### src/sv/twr_pkg.sv
// ----------------------------------------------------------------------------
// twr_pkg: shared definitions for the tiled region walker
// Default sizes, register indexes, reset values and the command and status
// bundles between the walk controller and the datapath.
// ----------------------------------------------------------------------------
package twr_pkg;

  // default sizes
  localparam int COORD_BITS_DEF    = 24;
  localparam int TILE_DIM_BITS_DEF = 12;

  // configuration register indexes
  localparam int CFG_IDX_W = 3;
  localparam logic [CFG_IDX_W-1:0] REG_REGION_X      = 3'd0;
  localparam logic [CFG_IDX_W-1:0] REG_REGION_Y      = 3'd1;
  localparam logic [CFG_IDX_W-1:0] REG_REGION_WIDTH  = 3'd2;
  localparam logic [CFG_IDX_W-1:0] REG_REGION_HEIGHT = 3'd3;
  localparam logic [CFG_IDX_W-1:0] REG_TILE_COLS     = 3'd4;
  localparam logic [CFG_IDX_W-1:0] REG_TILE_ROWS     = 3'd5;
  localparam logic [CFG_IDX_W-1:0] REG_SHIFT_X       = 3'd6;
  localparam logic [CFG_IDX_W-1:0] REG_SHIFT_Y       = 3'd7;

  // tile size after reset
  localparam int TILE_COLS_RST = 128;
  localparam int TILE_ROWS_RST = 64;

  // controller to datapath commands
  typedef struct packed {
    logic accept;       // input transfer this cycle
    logic div_start;    // launch the divider
    logic div_y;        // divider works on the vertical axis
    logic band_update;  // move to the next row band
    logic capture_x;    // keep column quotient and remainder
    logic capture_y;    // keep row quotient and remainder
    logic piece_calc;   // clip piece size, form pixel offset product
    logic load_piece;   // load a piece into the output register
    logic load_done;    // load a done result into the output register
  } twr_cmd_t;

  // datapath to controller status
  typedef struct packed {
    logic walk_done;
    logic col_past;
    logic row_past;
    logic div_busy;
    logic div_done;
    logic out_free;
  } twr_sts_t;

endpackage

### src/sv/twr_div.sv
// ----------------------------------------------------------------------------
// twr_div: floor division unit
// Signed dividend over a positive tile dimension, one quotient bit per cycle,
// then a sign fix-up state giving floor quotient and floor remainder.
// ----------------------------------------------------------------------------
module twr_div
  import twr_pkg::*;
#(
  parameter int COORD_BITS    = COORD_BITS_DEF,
  parameter int TILE_DIM_BITS = TILE_DIM_BITS_DEF
) (
  input  logic                     clk,
  input  logic                     rst_n,
  input  logic                     start,
  input  logic [COORD_BITS+1:0]    dividend,
  input  logic [TILE_DIM_BITS:0]   divisor,
  output logic                     busy,
  output logic                     done,
  output logic [COORD_BITS:0]      quot,
  output logic [TILE_DIM_BITS-1:0] rmd
);

  localparam int DW    = COORD_BITS + 2;
  localparam int CNT_W = $clog2(DW);

  typedef enum logic [1:0] {D_IDLE, D_RUN, D_FIX} div_state_t;

  div_state_t               state_r;
  logic [CNT_W-1:0]         cnt_r;
  logic [DW-1:0]            q_r;
  logic [TILE_DIM_BITS:0]   rem_r;
  logic [TILE_DIM_BITS:0]   d_r;
  logic                     neg_r;
  logic                     done_r;
  logic [COORD_BITS:0]      quot_r;
  logic [TILE_DIM_BITS-1:0] rmd_r;

  logic [DW-1:0]            mag;
  logic [TILE_DIM_BITS+1:0] trial;
  logic                     fits;
  logic [TILE_DIM_BITS:0]   rem_nxt;
  logic [DW-1:0]            q_fix;
  logic [TILE_DIM_BITS:0]   r_fix;

  // magnitude of the dividend
  assign mag = dividend[DW-1] ? (~dividend + DW'(1)) : dividend;

  // restoring step
  always_comb begin
    trial   = {rem_r, q_r[DW-1]};
    fits    = trial >= {1'b0, d_r};
    rem_nxt = fits ? (TILE_DIM_BITS+1)'(trial - {1'b0, d_r}) : trial[TILE_DIM_BITS:0];
  end

  // floor correction for a negative dividend
  always_comb begin
    q_fix = q_r;
    r_fix = rem_r;
    if (neg_r) begin
      if (rem_r != '0) begin
        q_fix = ~q_r;
        r_fix = d_r - rem_r;
      end else begin
        q_fix = ~q_r + DW'(1);
      end
    end
  end

  // sequencer and registers
  always_ff @(posedge clk) begin
    if (!rst_n) begin
      state_r <= D_IDLE;
      done_r  <= 1'b0;
    end else begin
      done_r <= 1'b0;
      case (state_r)
        D_IDLE: begin
          if (start) begin
            q_r     <= mag;
            rem_r   <= '0;
            d_r     <= divisor;
            neg_r   <= dividend[DW-1];
            cnt_r   <= CNT_W'(DW - 1);
            state_r <= D_RUN;
          end
        end
        D_RUN: begin
          q_r   <= {q_r[DW-2:0], fits};
          rem_r <= rem_nxt;
          cnt_r <= cnt_r - CNT_W'(1);
          if (cnt_r == '0) begin
            state_r <= D_FIX;
          end
        end
        D_FIX: begin
          quot_r  <= q_fix[COORD_BITS:0];
          rmd_r   <= r_fix[TILE_DIM_BITS-1:0];
          done_r  <= 1'b1;
          state_r <= D_IDLE;
        end
        default: state_r <= D_IDLE;
      endcase
    end
  end

  assign busy = (state_r != D_IDLE);
  assign done = done_r;
  assign quot = quot_r;
  assign rmd  = rmd_r;

  // remainder always below the divisor it was formed with
  a_rmd_range: assert property (@(posedge clk) disable iff (!rst_n)
    done_r |-> ({1'b0, rmd_r} < d_r))
    else $error("divider remainder not below divisor");

endmodule

### src/sv/twr_dp.sv
// ----------------------------------------------------------------------------
// twr_dp: walker datapath
// Configuration registers, walk progress, the shared divider, piece clipping
// and the output register.
// ----------------------------------------------------------------------------
module twr_dp
  import twr_pkg::*;
#(
  parameter  int COORD_BITS    = COORD_BITS_DEF,
  parameter  int TILE_DIM_BITS = TILE_DIM_BITS_DEF,
  localparam int CFG_W         = (COORD_BITS > TILE_DIM_BITS) ? COORD_BITS : TILE_DIM_BITS + 1
) (
  input  logic                          clk,
  input  logic                          rst_n,
  input  logic                          cfg_we,
  input  logic [CFG_IDX_W-1:0]          cfg_index,
  input  logic [CFG_W-1:0]              cfg_data,
  input  logic                          in_restart,
  input  logic                          out_stall,
  input  twr_cmd_t                      cmd,
  output twr_sts_t                      sts,
  output logic                          out_valid,
  output logic                          out_piece_valid,
  output logic signed [COORD_BITS:0]    out_tile_col_index,
  output logic signed [COORD_BITS:0]    out_tile_row_index,
  output logic [TILE_DIM_BITS-1:0]      out_offset_in_tile_x,
  output logic [TILE_DIM_BITS-1:0]      out_offset_in_tile_y,
  output logic [TILE_DIM_BITS:0]        out_piece_width,
  output logic [TILE_DIM_BITS:0]        out_piece_height,
  output logic signed [COORD_BITS:0]    out_piece_x,
  output logic signed [COORD_BITS:0]    out_piece_y,
  output logic [2*TILE_DIM_BITS-1:0]    out_pixel_offset,
  output logic                          out_full_width,
  output logic                          out_full_tile
);

  localparam int CB     = COORD_BITS;
  localparam int TDB    = TILE_DIM_BITS;
  localparam int DW     = CB + 2;
  localparam int CMP_W  = CFG_W + 1;
  localparam int PROD_W = 2 * TDB + 1;
  localparam int TC_RST = (TILE_COLS_RST > (1 << TDB)) ? (1 << TDB) : TILE_COLS_RST;
  localparam int TR_RST = (TILE_ROWS_RST > (1 << TDB)) ? (1 << TDB) : TILE_ROWS_RST;
  localparam logic [TDB:0] TILE_MAX = {1'b1, {TDB{1'b0}}};

  // configuration registers
  logic [CB-1:0] region_x_r, region_y_r, shift_x_r, shift_y_r;
  logic [CB-2:0] region_w_r, region_h_r;
  logic [TDB:0]  tile_cols_r, tile_rows_r;

  // walk state
  logic [CB-1:0] col_progress_r, row_progress_r;
  logic          walk_done_r;

  // per-piece working registers
  logic [CB:0]       qx_r, qy_r;
  logic [TDB-1:0]    offx_r, offy_r;
  logic [TDB:0]      pw_r, ph_r;
  logic [PROD_W-1:0] prod_r;

  // output register
  logic                 out_valid_r, out_piece_valid_r, out_full_width_r, out_full_tile_r;
  logic [CB:0]          out_tcol_r, out_trow_r, out_px_r, out_py_r;
  logic [TDB-1:0]       out_offx_r, out_offy_r;
  logic [TDB:0]         out_pw_r, out_ph_r;
  logic [2*TDB-1:0]     out_pixoff_r;

  // effective sizes
  logic [CB-2:0] rw, rh;
  logic [TDB:0]  tc, tr;

  // divider hookup
  logic [DW-1:0]  div_dividend;
  logic [TDB:0]   div_divisor;
  logic           div_busy, div_done;
  logic [CB:0]    div_quot;
  logic [TDB-1:0] div_rmd;

  // arithmetic helpers
  logic [CMP_W-1:0] span_x, span_y, room_x, room_y, pw_sel, ph_sel;
  logic [CMP_W-1:0] row_step, col_step;
  logic             out_free;

  // configuration writes
  always_ff @(posedge clk) begin
    if (!rst_n) begin
      region_x_r  <= '0;
      region_y_r  <= '0;
      region_w_r  <= (CB-1)'(1);
      region_h_r  <= (CB-1)'(1);
      tile_cols_r <= (TDB+1)'(TC_RST);
      tile_rows_r <= (TDB+1)'(TR_RST);
      shift_x_r   <= '0;
      shift_y_r   <= '0;
    end else if (cfg_we) begin
      case (cfg_index)
        REG_REGION_X:      region_x_r  <= cfg_data[CB-1:0];
        REG_REGION_Y:      region_y_r  <= cfg_data[CB-1:0];
        REG_REGION_WIDTH:  region_w_r  <= cfg_data[CB-2:0];
        REG_REGION_HEIGHT: region_h_r  <= cfg_data[CB-2:0];
        REG_TILE_COLS:     tile_cols_r <= cfg_data[TDB:0];
        REG_TILE_ROWS:     tile_rows_r <= cfg_data[TDB:0];
        REG_SHIFT_X:       shift_x_r   <= cfg_data[CB-1:0];
        REG_SHIFT_Y:       shift_y_r   <= cfg_data[CB-1:0];
        default: ;
      endcase
    end
  end

  // zero size reads as one, tile size saturates
  always_comb begin
    rw = (region_w_r == '0) ? (CB-1)'(1) : region_w_r;
    rh = (region_h_r == '0) ? (CB-1)'(1) : region_h_r;
    tc = tile_cols_r[TDB] ? TILE_MAX : ((tile_cols_r == '0) ? (TDB+1)'(1) : tile_cols_r);
    tr = tile_rows_r[TDB] ? TILE_MAX : ((tile_rows_r == '0) ? (TDB+1)'(1) : tile_rows_r);
  end

  // shifted coordinate of the current position
  always_comb begin
    if (cmd.div_y) begin
      div_dividend = {{2{region_y_r[CB-1]}}, region_y_r} + {{2{shift_y_r[CB-1]}}, shift_y_r}
                   + {2'b00, row_progress_r};
      div_divisor  = tr;
    end else begin
      div_dividend = {{2{region_x_r[CB-1]}}, region_x_r} + {{2{shift_x_r[CB-1]}}, shift_x_r}
                   + {2'b00, col_progress_r};
      div_divisor  = tc;
    end
  end

  twr_div #(
    .COORD_BITS    (COORD_BITS),
    .TILE_DIM_BITS (TILE_DIM_BITS)
  ) u_div (
    .clk      (clk),
    .rst_n    (rst_n),
    .start    (cmd.div_start),
    .dividend (div_dividend),
    .divisor  (div_divisor),
    .busy     (div_busy),
    .done     (div_done),
    .quot     (div_quot),
    .rmd      (div_rmd)
  );

  // clipping and progress steps
  always_comb begin
    span_x   = CMP_W'(rw) - CMP_W'(col_progress_r);
    span_y   = CMP_W'(rh) - CMP_W'(row_progress_r);
    room_x   = CMP_W'(tc) - CMP_W'(offx_r);
    room_y   = CMP_W'(tr) - CMP_W'(offy_r);
    pw_sel   = (span_x < room_x) ? span_x : room_x;
    ph_sel   = (span_y < room_y) ? span_y : room_y;
    row_step = CMP_W'(row_progress_r) + CMP_W'(tr) - CMP_W'(div_rmd);
    col_step = CMP_W'(col_progress_r) + room_x;
  end

  // walk progress
  always_ff @(posedge clk) begin
    if (!rst_n) begin
      col_progress_r <= '0;
      row_progress_r <= '0;
      walk_done_r    <= 1'b0;
    end else begin
      if (cmd.accept && in_restart) begin
        col_progress_r <= '0;
        row_progress_r <= '0;
        walk_done_r    <= 1'b0;
      end
      if (cmd.band_update) begin
        col_progress_r <= '0;
        row_progress_r <= row_step[CB-1:0];
      end
      if (cmd.load_piece) begin
        col_progress_r <= col_step[CB-1:0];
      end
      if (cmd.load_done) begin
        walk_done_r <= 1'b1;
      end
    end
  end

  // piece working values
  always_ff @(posedge clk) begin
    if (cmd.capture_x) begin
      qx_r   <= div_quot;
      offx_r <= div_rmd;
    end
    if (cmd.capture_y) begin
      qy_r   <= div_quot;
      offy_r <= div_rmd;
    end
    if (cmd.piece_calc) begin
      pw_r   <= pw_sel[TDB:0];
      ph_r   <= ph_sel[TDB:0];
      prod_r <= PROD_W'(offy_r) * PROD_W'(tc);
    end
  end

  assign out_free = !out_valid_r || !out_stall;

  // output register valid
  always_ff @(posedge clk) begin
    if (!rst_n) begin
      out_valid_r <= 1'b0;
    end else if (cmd.load_piece || cmd.load_done) begin
      out_valid_r <= 1'b1;
    end else if (!out_stall) begin
      out_valid_r <= 1'b0;
    end
  end

  // output register payload
  always_ff @(posedge clk) begin
    if (cmd.load_piece) begin
      out_piece_valid_r <= 1'b1;
      out_tcol_r        <= qx_r;
      out_trow_r        <= qy_r;
      out_offx_r        <= offx_r;
      out_offy_r        <= offy_r;
      out_pw_r          <= pw_r;
      out_ph_r          <= ph_r;
      out_px_r          <= {region_x_r[CB-1], region_x_r} + {1'b0, col_progress_r};
      out_py_r          <= {region_y_r[CB-1], region_y_r} + {1'b0, row_progress_r};
      out_pixoff_r      <= (2*TDB)'(prod_r + PROD_W'(offx_r));
      out_full_width_r  <= (pw_r == tc);
      out_full_tile_r   <= (pw_r == tc) && (ph_r == tr);
    end else if (cmd.load_done) begin
      out_piece_valid_r <= 1'b0;
      out_tcol_r        <= '0;
      out_trow_r        <= '0;
      out_offx_r        <= '0;
      out_offy_r        <= '0;
      out_pw_r          <= '0;
      out_ph_r          <= '0;
      out_px_r          <= '0;
      out_py_r          <= '0;
      out_pixoff_r      <= '0;
      out_full_width_r  <= 1'b0;
      out_full_tile_r   <= 1'b0;
    end
  end

  // status to the controller
  always_comb begin
    sts.walk_done = walk_done_r;
    sts.col_past  = ({1'b0, rw} <= col_progress_r);
    sts.row_past  = ({1'b0, rh} <= row_progress_r);
    sts.div_busy  = div_busy;
    sts.div_done  = div_done;
    sts.out_free  = out_free;
  end

  assign out_valid            = out_valid_r;
  assign out_piece_valid      = out_piece_valid_r;
  assign out_tile_col_index   = out_tcol_r;
  assign out_tile_row_index   = out_trow_r;
  assign out_offset_in_tile_x = out_offx_r;
  assign out_offset_in_tile_y = out_offy_r;
  assign out_piece_width      = out_pw_r;
  assign out_piece_height     = out_ph_r;
  assign out_piece_x          = out_px_r;
  assign out_piece_y          = out_py_r;
  assign out_pixel_offset     = out_pixoff_r;
  assign out_full_width       = out_full_width_r;
  assign out_full_tile        = out_full_tile_r;

  // a done result leaves the walk finished and shows as a done transfer
  a_done_load: assert property (@(posedge clk) disable iff (!rst_n)
    cmd.load_done |=> (walk_done_r && out_valid_r && !out_piece_valid_r))
    else $error("done result not loaded");

  // a delivered piece is never empty
  a_piece_size: assert property (@(posedge clk) disable iff (!rst_n)
    cmd.load_piece |=> (out_pw_r != '0 && out_ph_r != '0))
    else $error("empty piece loaded");

endmodule

### src/sv/twr_ctrl.sv
// ----------------------------------------------------------------------------
// twr_ctrl: walk controller
// Sequences one request: band advance, column and row divisions, clipping
// and the hand-off to the output register.
// ----------------------------------------------------------------------------
module twr_ctrl
  import twr_pkg::*;
(
  input  logic     clk,
  input  logic     rst_n,
  input  logic     in_valid,
  output logic     in_stall,
  input  twr_sts_t sts,
  output twr_cmd_t cmd
);

  typedef enum logic [2:0] {
    S_IDLE, S_CHECK, S_BAND, S_DIVX, S_DIVY, S_PIECE, S_LOAD, S_DONE
  } ctrl_state_t;

  ctrl_state_t state_r, state_nxt;

  // next state and commands
  always_comb begin
    cmd       = '0;
    state_nxt = state_r;
    case (state_r)
      S_IDLE: begin
        if (in_valid) begin
          cmd.accept = 1'b1;
          state_nxt  = S_CHECK;
        end
      end
      S_CHECK: begin
        if (sts.walk_done) begin
          state_nxt = S_DONE;
        end else if (sts.col_past) begin
          cmd.div_start = 1'b1;
          cmd.div_y     = 1'b1;
          state_nxt     = S_BAND;
        end else if (sts.row_past) begin
          state_nxt = S_DONE;
        end else begin
          cmd.div_start = 1'b1;
          state_nxt     = S_DIVX;
        end
      end
      S_BAND: begin
        cmd.div_y = 1'b1;
        if (sts.div_done) begin
          cmd.band_update = 1'b1;
          state_nxt       = S_CHECK;
        end
      end
      S_DIVX: begin
        if (sts.div_done) begin
          cmd.capture_x = 1'b1;
          cmd.div_start = 1'b1;
          cmd.div_y     = 1'b1;
          state_nxt     = S_DIVY;
        end
      end
      S_DIVY: begin
        cmd.div_y = 1'b1;
        if (sts.div_done) begin
          cmd.capture_y = 1'b1;
          state_nxt     = S_PIECE;
        end
      end
      S_PIECE: begin
        cmd.piece_calc = 1'b1;
        state_nxt      = S_LOAD;
      end
      S_LOAD: begin
        if (sts.out_free) begin
          cmd.load_piece = 1'b1;
          state_nxt      = S_IDLE;
        end
      end
      S_DONE: begin
        if (sts.out_free) begin
          cmd.load_done = 1'b1;
          state_nxt     = S_IDLE;
        end
      end
      default: state_nxt = S_IDLE;
    endcase
  end

  // state register
  always_ff @(posedge clk) begin
    if (!rst_n) begin
      state_r <= S_IDLE;
    end else begin
      state_r <= state_nxt;
    end
  end

  assign in_stall = (state_r != S_IDLE);

  // the divider is only launched when free
  a_div_free: assert property (@(posedge clk) disable iff (!rst_n)
    cmd.div_start |-> !sts.div_busy)
    else $error("divider launched while busy");

  // results only go into a free output register
  a_out_free: assert property (@(posedge clk) disable iff (!rst_n)
    (cmd.load_piece || cmd.load_done) |-> sts.out_free)
    else $error("output register overwritten");

endmodule

### src/sv/tiled_region_walker.sv
// ----------------------------------------------------------------------------
// tiled_region_walker: tiled region scan address generator
// Cuts a region of interest into tile-aligned pieces, left to right within a
// row band and band by band downwards, one piece per request.
// ----------------------------------------------------------------------------
// Each request takes one input transfer and returns one result transfer. A
// piece needs two floor divisions on a shared divider that produces one
// quotient bit per cycle; a request that moves the walk to the next row band
// needs one division more, and a request on a finished walk needs none. One
// request is in work at a time; the next one is taken as soon as the previous
// result sits in the output register, even while that result is still
// stalled. The user must write registers only while the block is idle, which
// the block itself does not enforce; they take effect at the next request.
module tiled_region_walker
  import twr_pkg::*;
#(
  parameter  int COORD_BITS    = COORD_BITS_DEF,
  parameter  int TILE_DIM_BITS = TILE_DIM_BITS_DEF,
  localparam int CFG_W         = (COORD_BITS > TILE_DIM_BITS) ? COORD_BITS : TILE_DIM_BITS + 1
) (
  input  logic                          clk,
  input  logic                          rst_n,
  input  logic                          cfg_we,
  input  logic [CFG_IDX_W-1:0]          cfg_index,
  input  logic [CFG_W-1:0]              cfg_data,
  input  logic                          in_valid,
  output logic                          in_stall,
  input  logic                          in_restart,
  output logic                          out_valid,
  input  logic                          out_stall,
  output logic                          out_piece_valid,
  output logic signed [COORD_BITS:0]    out_tile_col_index,
  output logic signed [COORD_BITS:0]    out_tile_row_index,
  output logic [TILE_DIM_BITS-1:0]      out_offset_in_tile_x,
  output logic [TILE_DIM_BITS-1:0]      out_offset_in_tile_y,
  output logic [TILE_DIM_BITS:0]        out_piece_width,
  output logic [TILE_DIM_BITS:0]        out_piece_height,
  output logic signed [COORD_BITS:0]    out_piece_x,
  output logic signed [COORD_BITS:0]    out_piece_y,
  output logic [2*TILE_DIM_BITS-1:0]    out_pixel_offset,
  output logic                          out_full_width,
  output logic                          out_full_tile
);

  twr_cmd_t cmd;
  twr_sts_t sts;

  // walk sequencing
  twr_ctrl u_ctrl (
    .clk      (clk),
    .rst_n    (rst_n),
    .in_valid (in_valid),
    .in_stall (in_stall),
    .sts      (sts),
    .cmd      (cmd)
  );

  // registers, arithmetic and output register
  twr_dp #(
    .COORD_BITS    (COORD_BITS),
    .TILE_DIM_BITS (TILE_DIM_BITS)
  ) u_dp (
    .clk                  (clk),
    .rst_n                (rst_n),
    .cfg_we               (cfg_we),
    .cfg_index            (cfg_index),
    .cfg_data             (cfg_data),
    .in_restart           (in_restart),
    .out_stall            (out_stall),
    .cmd                  (cmd),
    .sts                  (sts),
    .out_valid            (out_valid),
    .out_piece_valid      (out_piece_valid),
    .out_tile_col_index   (out_tile_col_index),
    .out_tile_row_index   (out_tile_row_index),
    .out_offset_in_tile_x (out_offset_in_tile_x),
    .out_offset_in_tile_y (out_offset_in_tile_y),
    .out_piece_width      (out_piece_width),
    .out_piece_height     (out_piece_height),
    .out_piece_x          (out_piece_x),
    .out_piece_y          (out_piece_y),
    .out_pixel_offset     (out_pixel_offset),
    .out_full_width       (out_full_width),
    .out_full_tile        (out_full_tile)
  );

endmodule

### config.mk
export PLATFORM = sky130hd
export DESIGN_NAME = tiled_region_walker
export DESIGN_NICKNAME = d
export VERILOG_FILES = /design/src/sv/twr_pkg.sv /design/src/sv/twr_div.sv /design/src/sv/twr_dp.sv /design/src/sv/twr_ctrl.sv /design/src/sv/tiled_region_walker.sv
export SDC_FILE = /design/constraint.sdc
export NUM_CORES = 2
export LEC_CHECK = 0
export BUFFER_PORTS_ARGS = -buffer_cell sky130_fd_sc_hd__buf_2
export CORE_MARGIN = 2
export CORE_UTILIZATION = 68
export DETAILED_ROUTE_END_ITERATION = 10
export PLACE_DENSITY = 0.89
export SLEW_MARGIN = 10
export SYNTH_ARGS = -nofsm -noshare
export SYNTH_HDL_FRONTEND = slang
export SYNTH_SLANG_ARGS = --single-unit
### constraint.sdc
create_clock -name clk -period 10.6 [get_ports clk]
set_input_delay 1.06 -clock clk [delete_from_list [all_inputs] [get_ports clk]]
set_output_delay 1.06 -clock clk [all_outputs]
set_load 0.05 [all_outputs]
==> flow_summary.html <==
<table>
<tr><th>Metric</th><th>Value</th></tr>
<tr><th colspan="2">Status</th></tr>
<tr><td>Run status</td><td>complete, no violations</td></tr>
<tr><th colspan="2">Routing</th></tr>
<tr><td>Routed via count</td><td>37800</td></tr>
<tr><td>Detailed-route wire length</td><td>131000 µm</td></tr>
<tr><td>Initial DRC count</td><td>4199</td></tr>
<tr><td>Number of vias per cell after detailed routing</td><td>6.34</td></tr>
<tr><td>Number of DRC violations after detailed routing</td><td>0</td></tr>
<tr><td>Wirelength per Cell</td><td>22.0 µm</td></tr>
<tr><td>Number of antenna-violating nets in the routed design</td><td>0</td></tr>
<tr><td>1st-pass router iterations</td><td>6</td></tr>
<tr><th colspan="2">CTS</th></tr>
<tr><td>Buffer cell driving the clock tree root</td><td>clkbuf_16</td></tr>
<tr><td>Clock sink total</td><td>620</td></tr>
<tr><td>H-tree levels</td><td>3</td></tr>
<tr><td>CTS max path bufs</td><td>3</td></tr>
<tr><td>CTS tree</td><td>yes</td></tr>
<tr><td>Number of setup buffers added after CTS</td><td>0</td></tr>
<tr><td>Number of hold buffers added after CTS</td><td>0</td></tr>
<tr><td>Number of buffers created by CTS</td><td>69</td></tr>
<tr><td>Register clock-pin slew on the reported worst setup and hold paths</td><td>60 ps</td></tr>
<tr><td>Number of instances resized during post-cts repair</td><td>0</td></tr>
<tr><td>Insertion delay of the later-clocked pin in the worst-skew pair</td><td>630 ps</td></tr>
<tr><th colspan="2">Synthesis</th></tr>
<tr><td>Mapped Cells</td><td>4934</td></tr>
<tr><td>Leading register cell type out of synthesis</td><td>edfxtp_1</td></tr>
<tr><td>Number of synthesized register bits</td><td>620</td></tr>
<tr><td>Distinct cell type count of the synthesized netlist</td><td>86</td></tr>
<tr><td>Synth Cell Area</td><td>44800 µm²</td></tr>
<tr><td>Fraction of registers with async set or reset after synthesis</td><td>0%</td></tr>
<tr><td>Total number of yosys warnings</td><td>0</td></tr>
<tr><td>Synthesized netlist net count</td><td>5510</td></tr>
<tr><td>Register area share after synthesis</td><td>36.5%</td></tr>
<tr><td>Number of enable flip-flop cells after synthesis</td><td>395</td></tr>
<tr><td>Post-Syn Area per Cell</td><td>9.09 µm²</td></tr>
<tr><th colspan="2">Worst setup path</th></tr>
<tr><td>CP endpoint kind</td><td>register</td></tr>
<tr><td>Critical Path Slowest Stage Cell</td><td>nor2b_1</td></tr>
<tr><td>Most frequent CP cell</td><td>inv_1</td></tr>
<tr><td>Critical Setup Path Class</td><td>register to register</td></tr>
<tr><td>Reg-to-reg critical path startpoint</td><td>u_dp.tile_cols_r[12]</td></tr>
<tr><td>Worst EP required</td><td>10970 ps</td></tr>
<tr><td>Largest stage delay, worst path</td><td>930 ps</td></tr>
<tr><td>Worst path bufs/invs</td><td>6</td></tr>
<tr><td>Worst setup startpoint</td><td>u_dp.tile_cols_r[12]</td></tr>
<tr><td>Dominant delay contributor by cell family on the critical path</td><td>adder cells</td></tr>
<tr><td>Biggest fanout along the worst timing path</td><td>32</td></tr>
<tr><td>Nature of the critical path startpoint</td><td>register</td></tr>
<tr><td>Data arrival, critical path</td><td>7390 ps</td></tr>
<tr><th colspan="2">Timing</th></tr>
<tr><td>Final period utilization</td><td>66.2%</td></tr>
<tr><td>Slew headroom</td><td>19.5%</td></tr>
<tr><td>Final TNS setup</td><td>0 ps</td></tr>
<tr><td>Peak clock frequency supported by timing</td><td>142 MHz</td></tr>
<tr><td>Clock Skew</td><td>25.4 ps</td></tr>
<tr><td>Total of endpoints with negative setup slack in the final report</td><td>0</td></tr>
<tr><td>Unrepaired setup endpoints after global routing</td><td>false</td></tr>
<tr><td>Count of final hold-check violations</td><td>0</td></tr>
<tr><td>Final Critical Period</td><td>7020 ps</td></tr>
<tr><td>Final max-slew violation count</td><td>0</td></tr>
<tr><td>Pin slew with the least headroom to its limit</td><td>1200 ps</td></tr>
<tr><th colspan="2">Placement</th></tr>
<tr><td>Number of buffer cells added on primary ports</td><td>211</td></tr>
<tr><td>Number of cells after detailed placement</td><td>5824</td></tr>
<tr><td>Half-perimeter wire length after detailed placement</td><td>95100 µm</td></tr>
<tr><td>Routability Congestion</td><td>1.02</td></tr>
<tr><td>Placed Area</td><td>46400 µm²</td></tr>
<tr><th colspan="2">Finish</th></tr>
<tr><td>Count of nets after finishing</td><td>5607</td></tr>
<tr><td>Number of filler cells placed in the layout</td><td>4516</td></tr>
<tr><td>Commonest cells after routing, fill and taps aside</td><td>nand2_1, inv_1, ha_1, edfxtp_1, nor2_1</td></tr>
<tr><td>Final Instance Area</td><td>48800 µm²</td></tr>
<tr><td>Share of layout cells above drive strength 1</td><td>8.20%</td></tr>
<tr><td>Most common cell after layout, fill and taps aside</td><td>nand2_1</td></tr>
<tr><td>Area added between synthesis and finish</td><td>8.86%</td></tr>
<tr><td>Final cell count without fillers</td><td>5956</td></tr>
<tr><td>Area of the multi-input gates</td><td>26100 µm²</td></tr>
<tr><td>Register area</td><td>16400 µm²</td></tr>
<tr><td>Core Util, Final</td><td>74.5%</td></tr>
<tr><th colspan="2">Power</th></tr>
<tr><td>Largest voltage drop on the vdd net</td><td>145 µV</td></tr>
<tr><td>Power density normalized to cell area</td><td>154 nW/µm²</td></tr>
<tr><td>Leakage dissipation</td><td>21.7 nW</td></tr>
<tr><th colspan="2">Floorplanning</th></tr>
<tr><td>Row Count</td><td>94</td></tr>
<tr><td>Area of the core</td><td>65500 µm²</td></tr>
<tr><td>Width of the die</td><td>261 µm</td></tr>
<tr><td>Starting density of the core</td><td>68.4%</td></tr>
<tr><td>Top-Level Pins</td><td>212</td></tr>
<tr><td>Vertical die dimension</td><td>261 µm</td></tr>
<tr><td>Die area</td><td>68000 µm²</td></tr>
<tr><th colspan="2">Flow run</th></tr>
<tr><td>Max-cap violation count</td><td>0</td></tr>
<tr><th colspan="2">Global routing</th></tr>
<tr><td>Number of antenna violations at the first check in global routing</td><td>7</td></tr>
<tr><td>Via count of the first global-routing pass</td><td>36200</td></tr>
<tr><td>Total global-route track usage</td><td>38.0%</td></tr>
<tr><td>Grt total ovfl</td><td>0</td></tr>
<tr><td>Wire length of the first global-routing pass</td><td>199000 µm</td></tr>
<tr><td>Largest net degree at the start of global routing</td><td>114</td></tr>
<tr><th colspan="2">Worst hold path</th></tr>
<tr><td>Hold WC Path Type</td><td>register to register</td></tr>
<tr><td>Start point of the worst hold path</td><td>u_dp.u_div.quot[6]</td></tr>
</table>
-- cells in the mapped netlist (27+ instances only) --
master / number / share of area [%]
nand3_1: 103 / 1.1
mux2i_1: 27 / 0.60
a21o_1: 108 / 1.8
and2_1: 83 / 1.2
a21boi_0: 201 / 3.4
o31ai_1: 28 / 0.47
fa_1: 135 / 6.0
o21ai_0: 236 / 2.6
and3_1: 100 / 1.4
nor2_1: 319 / 2.7
nand2b_1: 53 / 0.74
or3_1: 29 / 0.40
o21bai_1: 35 / 0.59
a31oi_1: 27 / 0.38
xnor2_1: 214 / 4.2
ha_1: 408 / 11
dfxtp_1: 225 / 10
nand2_1: 692 / 5.8
inv_1: 422 / 3.5
a211oi_1: 31 / 0.52
nor2b_1: 80 / 1.1
clkbuf_1: 201 / 1.7
a21oi_1: 234 / 2.6
nand4_1: 32 / 0.45
o21a_1: 40 / 0.67
nor4_1: 29 / 0.40
nor3_1: 94 / 1.0
xor2_1: 102 / 2.0
edfxtp_1: 395 / 26
-- power breakdown --
| part | switching, mW | internal [mW] |
|---|---|---|
| clock network | 1.04 | 1.49 |
| logic | 1.30 | 0.721 |
| registers | 0.159 | 2.79 |
-- layout make-up --
type	count	share of cell area, %
multi-input cells	3668	53.4
flip-flops and latches	620	33.5
clock buffers	84	3.76
inverters	424	3.28
repair buffers	248	2.74
well taps	864	2.21
clock inverters	43	1.05
diodes	5	0.0256
-- flip-flops by register name, indices dropped and copies added (netlist names), 25 cells and up --
register                 count
u_dp.u_div.q_r              26
u_dp.qy_r                   25
u_dp.out_piece_y            25
u_dp.qx_r                   25
u_dp.u_div.quot             25
u_dp.out_tile_col_index     25
u_dp.out_tile_row_index     25
u_dp.out_piece_x            25
-- kinds of logic (layout without fill, tap and decap cells) --
logic type      Yosys count  after routing  share of synthesized area, %
simple gates           1685           1685                          17.6
xor+xnor                316            316                          6.17
compound gates         1077           1077                          15.7
flops                   620            620                          36.5
fa+ha+maj               543            543                          17.4
mux                      47             47                          1.11
buf+inv                 646            799                          5.52
other cells               0              5                             0
-- per-stage QoR --
step           hold slack (ps)  total power, mW  setup slack (ps)
6_report                   442             7.51              3580
5_1_grt                    449             7.80              3210
4_1_cts                    443             7.46              3620
3_5_place_dp               430             4.95              3550
3_3_place_gp               423             4.87              3910
2_1_floorplan              421             4.41              3370
-- worst paths after layout --
path,endpoint,slack [ps],cells after the start
worst max-delay path,u_dp.prod_r[22],3580,26
worst min-delay path,u_dp.qx_r[6],440,0
worst max register to register,u_dp.prod_r[22],3580,26
worst min register to register,u_dp.qx_r[6],440,0
-- metal layers --
metal	track usage (%)	share of wire [%]	up-vias	wire (µm)
li1	-	-	17400	-
met1	45.9	37	17900	48900
met2	60.8	46	1956	59600
met3	8.33	9.8	519	12900
met4	25.7	7.3	6	9620
met5	0	0.043	-	56
No activity file was read; power rests on OpenSTA's default activity.
